[src/rtl/bsr_pkg.sv]
// ----------------------------------------------------------------------------
// bsr_pkg
// Shared types and constants for the record sorter: record layout, cell
// control word and sequencer states.
// ----------------------------------------------------------------------------
package bsr_pkg;

  localparam int DEPTH     = 64;
  localparam int KEY_WIDTH = 32;
  localparam int TAG_WIDTH = 6;
  localparam int CNT_WIDTH = $clog2(DEPTH + 1);

  typedef struct packed {
    logic [KEY_WIDTH-1:0] key;
    logic [TAG_WIDTH-1:0] tag;
  } rec_t;

  typedef enum logic [1:0] {
    CELL_HOLD,
    CELL_LOAD,
    CELL_SORT,
    CELL_SHIFT
  } cell_op_t;

  typedef struct packed {
    cell_op_t op;
    logic     phase_odd;
    logic     descending;
  } cell_ctrl_t;

  typedef enum logic [1:0] {
    ST_LOAD,
    ST_SORT,
    ST_EMIT
  } state_t;

endpackage

[src/rtl/bsr_cell.sv]
// ----------------------------------------------------------------------------
// bsr_cell
// One slot of the sorting row: loads a record, takes part in odd/even
// transposition with its neighbors, and shifts toward the head on emit.
// ----------------------------------------------------------------------------
module bsr_cell (
  input  logic                clk,
  input  bsr_pkg::cell_ctrl_t ctrl,
  input  logic                load_en,
  input  logic                pair_ok,
  input  logic                idx_odd,
  input  bsr_pkg::rec_t       load_rec,
  input  bsr_pkg::rec_t       left_rec,
  input  logic                left_swap,
  input  bsr_pkg::rec_t       right_rec,
  output bsr_pkg::rec_t       rec,
  output logic                swap
);
  import bsr_pkg::*;

  rec_t rec_next;
  logic left_member;

  assign left_member = (idx_odd == ctrl.phase_odd);

  always_comb begin
    if (ctrl.descending) begin
      swap = pair_ok && (rec.key < right_rec.key);
    end else begin
      swap = pair_ok && (rec.key > right_rec.key);
    end
  end

  always_comb begin
    rec_next = rec;
    unique case (ctrl.op)
      CELL_HOLD: rec_next = rec;
      CELL_LOAD: begin
        if (load_en) rec_next = load_rec;
      end
      CELL_SORT: begin
        if (left_member && swap) begin
          rec_next = right_rec;
        end else if (!left_member && left_swap) begin
          rec_next = left_rec;
        end
      end
      CELL_SHIFT: rec_next = right_rec;
      default: rec_next = rec;
    endcase
  end

  always_ff @(posedge clk) begin
    rec <= rec_next;
  end

endmodule

[config.mk]
export PLATFORM = sky130hd
export DESIGN_NAME = bsr_cell
export DESIGN_NICKNAME = d
export VERILOG_FILES = /design/src/rtl/bsr_pkg.sv /design/src/rtl/bsr_cell.sv
export SDC_FILE = /design/constraint.sdc
export NUM_CORES = 1
export LEC_CHECK = 0
export BUFFER_PORTS_ARGS = -buffer_cell sky130_fd_sc_hd__clkbuf_2
export CAP_MARGIN = 20
export CORE_AREA = 2 2 88 90
export DETAILED_ROUTE_END_ITERATION = 16
export DIE_AREA = 0 0 90 92
export PLACE_DENSITY_LB_ADDON = 0.3
export SYNTH_ARGS = -nofsm -noshare
export SYNTH_HDL_FRONTEND = slang
export SYNTH_SLANG_ARGS = --single-unit
[constraint.sdc]
create_clock -name clk -period 5.6 [get_ports clk]
set_input_delay 0 -clock clk [delete_from_list [all_inputs] [get_ports clk]]
set_output_delay 0 -clock clk [all_outputs]
set_load 0.1 [all_outputs]
Yosys cells after proc, flatten, opt, wreduce, memory -nomap -nowiden

Cells that the tools add are included.

Word-level logic and storage cells: 23
Output and inout port bits: 39
Bits in registers: 38
Input bits: 123

Bitwise gates (word level): 1
Eq/ne operators: 6
Muxes and demuxes: 5
Reduce and logical (&&, ||, !) cells: 7
Order comparisons: 2

Operator list:

| kind               | number |
|---|---|
| $mux 38            | 3 |
| $pmux 38 s3        | 1 |
| $gt 32x32->1       | 1 |
| $lt 32x32->1       | 1 |
| $eq 2x2->1 const B | 2 |
| $logic_and 1x1->1  | 4 |
| $ne 3x3->1 const B | 1 |
| $reduce_and 3->1   | 1 |
| $eq 2x1->1 const B | 1 |
| $logic_not 2->1    | 1 |
| $ne 2x2->1 const B | 1 |
| $eq 1x1->1         | 1 |
| $logic_not 1->1    | 1 |
| $mux 1             | 1 |
| $not 1->1          | 1 |

Longest topological paths before layout

Gate-level depths: netlist of the first run.

Depth in word-level cells: 6
Depth in mapped cells: 11
Depth with buffers taken out: 9

Worst setup path after synthesis of the first run

OpenSTA, ideal clock, no wires.

Path kind: register -> register
Start: register rec[19] (netlist name)
End: register rec[0] (netlist name) (enable)
Required time: 5.154 ns
Cell stages (with the launch flop): 11
Buffers on the path: 2
Clock period less this slack: 5.172 ns
Arrival time: 4.726 ns
Slack: 0.428 ns
Library setup time: 0.446 ns
Cells stage by stage: edfxtp_1 ha_1 a21o_1 a21o_1 a221oi_1 a31oi_2 nor3_2 buf_2 buf_4 nor3_1 a21oi_1

Word-level cells in the longest chain between the ends: 6
Elaborated cells on any way between the ends: 8
Those cells by class: order compare: 2; eq/ne: 1; mux: 1; reduce/logical: 4

Ends and longest elaborated chain:

| element                                      | line                           | text |
|---|---|---|
| from (decl)                                  | bsr_cell.sv:16                 | `output bsr_pkg::rec_t rec,` |
| from (signal assigned)                       | bsr_cell.sv:54                 | `rec <= rec_next;` |
| $gt 32x32->1 or $lt 32x32->1 (tied branches) | bsr_cell.sv:30, bsr_cell.sv:28 |  |
| $logic_and 1x1->1, on equally long branches  | bsr_cell.sv:30, bsr_cell.sv:28 |  |
| $mux 1 *                                     | bsr_cell.sv:27                 | `if (ctrl.descending) begin` |
| $logic_and 1x1->1 *                          | bsr_cell.sv:42                 | `if (left_member && swap) begin` |
| $ne 3x3->1 (no source line) *                | n/a                            |  |
| $reduce_and 3->1 (no source line) *          | n/a                            |  |

Mark *: on every way between the ends. The rest lies on a longest branch, timed or not.
A chain may end at the register's enable or synchronous reset.

Worst setup path after layout of the first run

Start: register rec[19] (netlist name)
End: register rec[21] (netlist name) (enable)

Same word-level chain as after synthesis.

==> metrics, run 1 <==
Biggest register rec; number of library cell types mapped by synthesis 38; RSZ-0062 raised after global routing no; vias in the first global route 3003; CTS root buf clkbuf_8; largest net degree at the start of global routing 79; PwrDens 249 nW/um^2; sequential cell area 1140 um^2; worst-path maximum fanout 39; FILL cells 707; Die ar. 8280 um^2; Setup WS pre-CTS 1.75 ns; post-synthesis net count 508; multi-input logic area 1890 um^2; TritonCTS buffer count 5; Post-CTS Setup Inserts 0; final period utilization 68.6%; area of the mapped netlist 3320 um^2; Overall Global Routing Usage 21.7%; Clock Tree Buf Depth 2; DRT Pass-1 Iters 4; hold buffer count at cts 0; placed cells 587; Layout area overhead 27.8%; CTS clk-pin slew, worst paths 0.08 ns; hpwl dp 7160 um; cell row count 32; Final Cell Area 4240 um^2; status complete, no violations; core area 7450 um^2; Congestion Overflow GR 0; top-count cell post-synth nor2_1; Clock Skews 0.00530 ns; commonest cells in the synthesized netlist 41 x nor2_1, 38 x a31oi_1, 38 x edfxtp_1, 38 x nand4b_1, 35 x inv_1; HP Class primary input to flop; Synth area leader edfxtp_1; fmax 0.260 GHz; Final min period 3.84 ns; first-pass GRT wire length 14500 um; NumNets Final 647; antenna violations before repair 0; flip-flop count of the largest register after layout 38; share of post-route cells with drive strength above 1 38.9%; IO buf count 161; dpl cell area 4130 um^2; endpoints failing hold 0; routed vias/inst 5.53; max-cap viol count 0; Synth area leaders edfxtp_1 34%, ha_1 12%, nand4b_1 10%; Die Span X 90 um; initial core utilization 44.6%; DR WL/cell 15.7 um; non-filler cells in the finished layout 595; n_diodes 0; Critical Path RT 5.57 ns; final wirelength 9360 um; Avg Synthesized Cell Area 9.40 um^2; type of destination of the critical path flop; CTS sink count 38; fin worst setup slack 1.76 ns; H-tree Lvls 2; CTS tree yes; Final Util 57.0%; Max Slew Vio Count 0; clk_lat worst skew 0.29 ns; Post-synth EDFFs 38; headroom to the max-slew limit 30.9%; Die Ht 92 um; setup_tns 0 ns; Post-route DRC 0; Largest regs rec: 38 flops; Synth warnings 0; Worst Tran Pin Value 1.02 ns; #FFs+latches synth 38; critical path arrival 3.81 ns; async set-reset flop share out of synthesis 0%; top_reg_cell synth edfxtp_1; area share of the largest cell type after synthesis 34.4%; post-cts sizing count 0; Vias 3291; final setup vio count 0; Leak 2.02 nW; Crit Path Category flop to flop; CP startpoint kind flop; share of the yosys chip area belonging to registers 34.4%; Antenna Nets Post-Route 0; num ports 162; post-synthesis cell count 353; GPL Wtd Cong 0.798; DRT iter0 DRCs 146; peak supply drop 0.119 mV
## cell type report
type	count	area share, %
Clock buffer	5	1.62
Clock inverter	3	0.944
Inverter	35	3.10
Multi-Input combinational cell	246	44.5
Sequential cell	38	26.9
Tap cell	102	3.01
Timing Repair Buffer	166	19.9
## per-layer routing
metal,wire [um],up-vias,track usage [%]
li1,-,1634,-
met1,3860,1550,26.0
met2,4910,101,40.7
met3,520,6,4.60
met4,74,0,3.33
met5,0,-,0
## cell families (layout without fill, tap and decap cells)
kind of cell	count (synthesis)	after routing	synth area share (%)
AOI/OAI and AO/OA	106	106	23.3
xor gates and xnor gates	1	1	0.264
buffers and inverters	69	209	9.46
and+or+nand+nor	107	107	20.6
DFF	38	38	34.4
adders and majority gates	32	32	12.1
## path summary, 6_finish.rpt
check                         start                 to  slack, ns  cells past startpoint
setup reg to reg  rec[19]$_DFFE_PP_  rec[21]$_DFFE_PP_       1.76                      9
hold / removal         load_rec[28]  rec[28]$_DFFE_PP_       0.06                      3
setup / recovery  rec[19]$_DFFE_PP_  rec[21]$_DFFE_PP_       1.76                      9
hold reg to reg   rec[37]$_DFFE_PP_  rec[29]$_DFFE_PP_       1.53                      6
## worst max-delay path, cell delays in order, from the launching register on
cell	delay [ns]
edfxtp_1	0.42
ha_1	0.32
nand4_1	0.18
nor4_4	0.40
o21ai_1	0.15
a31oi_2	0.45
o21a_4	0.57
nor3_1	0.16
a21oi_4	0.45
buf_4	0.41
## layout by cell type, fill, tap and decap left out, types with 2 or more instances in the layout
cell type	count
a221oi_1	2
nand4b_1	38
buf_4	5
a31oi_1	38
inv_1	35
clkbuf_8	5
nand4_1	6
o31ai_2	9
clkinv_2	2
a21oi_1	11
edfxtp_1	38
clkbuf_2	161
o21ai_1	2
nand3_1	2
nand2_1	9
a21o_1	5
nand2b_1	3
o31ai_1	29
o21ai_0	2
nor2_1	41
ha_1	32
## metrics by stage
step	power, W	hold WS (ns)
finish	0.00105	0.0600
global route	0.00111	0.0661
CTS	0.00106	0.0482
detailed placement	0.000834	0.355
global placement	0.000825	0.356
floorplan	0.000723	0.249
## power breakdown
group	total, W	switching, W	leakage, nW	internal (W)
sequential	0.000365	0.0000140	0.364	0.000351
combinational	0.000461	0.000341	1.60	0.000120
clock	0.000228	0.0000974	0.0579	0.000131
total	0.00105	0.000452	2.02	0.000603
No activity file was read; power rests on OpenSTA's default activity.
==> run 2: changes to the inputs <==
Settings changed: CORE_AREA 2 2 88 90 to 2 2 91 93, DIE_AREA 0 0 90 92 to 0 0 93 95.
Clock period 5.6 ns to 3.4 ns, I/O delays scaled along.
==> metrics, run 2 (same netlist as run 1, synthesis figures left out) <==
Congestion Overflow GR 0 (unchanged); Die ar. 8840 um^2 (+6.7%); fin worst setup slack 0.217 ns (-1.54 ns); Final min period 3.18 ns; Clock Tree Buf Depth 2 (unchanged); non-filler cells in the finished layout 603 (+1.3%); peak supply drop 0.171 mV (+44%); routed vias/inst 5.54 (about the same); RSZ-0062 raised after global routing no; cells along the critical path ha_1, nand4_1, or4_4, a31oi_4, nor2_1, or3b_1, a21boi_4, clkbuf_2; placed cells 596 (+1.5%); vias in the first global route 3190 (+6.2%); buffers and inverters on the worst path 1 (unchanged); leading cell types in the layout, fill and taps excluded 161 x clkbuf_2, 41 x nor2_1, 38 x nand4b_1, 38 x a31oi_1, 38 x edfxtp_1; Layout area overhead 31.4%; largest net degree at the start of global routing 57 (-28%); final wirelength 9550 um (+1.9%); Die Span X 93 um (+3.3%); antenna violations before repair 0 (unchanged); flip-flop count of the largest register after layout 38 (unchanged); IO buf count 161 (unchanged); Max Slew Vio Count 0 (unchanged); endpoints failing hold 0 (unchanged); hpwl dp 7490 um (+4.6%); Min Hold Slack 0.0542 ns (-0.00583 ns); final setup vio count 0 (unchanged); DRT iter0 DRCs 190 (+30%); HP Class primary input to flop; critical path arrival 3.18 ns (-0.63 ns); GPL Wtd Cong 0.791 (-0.88%); Crit Path Category flop to primary output; H-tree Lvls 2 (unchanged); Setup WS pre-CTS 0.340 ns (-1.41 ns); met2 WL 4870 um (-0.65%); DR WL/cell 15.8 um (+0.59%); Vias 3338 (+1.4%); clk_lat worst skew 0.29 ns (about the same); Overall Global Routing Usage 21.6% (-0.13 points); routed length on met3 667 um (+28%); Critical Path RT 3.40 ns (-2.17 ns); n_diodes 0 (unchanged); DRT Pass-1 Iters 5 (+1); Leak 2.06 nW (+1.8%); fmax 0.314 GHz; Biggest register rec; commonest non-fill, non-tap cell in the layout clkbuf_2; NumNets Final 653 (+0.93%); CTS root buf clkbuf_8; cell row count 33 (+3.1%); Post-route DRC 0 (unchanged); FILL cells 771 (+9.1%); Antenna Nets Post-Route 0 (unchanged); CTS sink count 38 (unchanged); worst-path maximum fanout 5 (-87%); Max Used Layer met4; Clock Skews 0.00467 ns (-0.000632 ns); share of post-route cells with drive strength above 1 40.8% (+1.8 points); initial core utilization 41.9% (-2.7 points); Metal-1 WL 3800 um (-1.5%); Die Ht 95 um (+3.3%); hold buffer count at cts 0 (unchanged); PwrDens 387 nW/um^2 (+56%); CP startpoint kind flop; Slowest-stage cell, CP or4_4; num ports 162 (unchanged); TritonCTS buffer count 5 (unchanged); Final Util 55.0% (-1.9 points); Largest regs rec: 38 flops; crit-path max cell delay 0.58 ns (about the same); final period utilization 93.6%; status complete, no violations; post-cts sizing count 0 (unchanged); Worst Tran Pin Value 0.979 ns (-0.0408 ns); CP top delay family simple AND/OR/NAND/NOR gates; headroom to the max-slew limit 34.7% (+3.8 points); CTS tree yes; first-pass GRT wire length 15000 um (+3.2%); Post-CTS Setup Inserts 0 (unchanged); Power, Total 0.00169 W (+60%); max-cap viol count 0 (unchanged); type of destination of the critical path primary output; core area 7930 um^2 (+6.5%); CTS clk-pin slew, worst paths 0.07 ns (about the same)
run 2: metal layers:
metal  GRT usage (%)  vias to the layer above
met5               0                        -
met4            6.74                        0
met3            4.47                       15
met2            39.4                      134
met1            25.3                     1545
li1                -                     1644
run 2: final timing paths:
| path | startpoint | end | slack, ns | depth (start not counted) |
|---|---|---|---|---|
| max | rec[31]$_DFFE_PP_ | swap | 0.22 | 8 |
| min | load_rec[32] | rec[32]$_DFFE_PP_ | 0.05 | 3 |
| max reg2reg | rec[31]$_DFFE_PP_ | rec[9]$_DFFE_PP_ | 0.36 | 9 |
| min reg2reg | rec[37]$_DFFE_PP_ | rec[6]$_DFFE_PP_ | 1.29 | 6 |
run 2: power breakdown:
part	leakage, nW	internal [W]	switching [W]
logic	1.66	0.000216	0.000571
clock network	0.0383	0.000141	0.000158
registers	0.364	0.000579	0.0000237
run 2: area by class of cell:
| type | count | area (um^2) | area share [%] |
|---|---|---|---|
| clock buffer | 7 | 76.3 | 1.75 |
| timing repair buffer | 172 | 913 | 20.9 |
| inverter | 35 | 131 | 3.01 |
| sequential | 38 | 1140 | 26.2 |
| multi-input combinational | 246 | 1970 | 45.1 |
| tap | 105 | 131 | 3.01 |
run 2: through the flow:
stage | instance area, um^2 | setup TNS [ns]
finish | 4360 | 0
global route | 4360 | 0
CTS | 4360 | 0
detailed placement | 4290 | 0
global placement | 4290 | 0
floorplan | 3420 | -11.48
run 2: worst register-to-register path, stage by stage (launching register included):
cell,delay [ns]
edfxtp_1,0.40
ha_1,0.32
nand4_1,0.16
or4_4,0.58
nand3b_4,0.17
and4b_4,0.23
o21a_4,0.21
buf_4,0.25
o31ai_1,0.28
a31oi_1,0.14
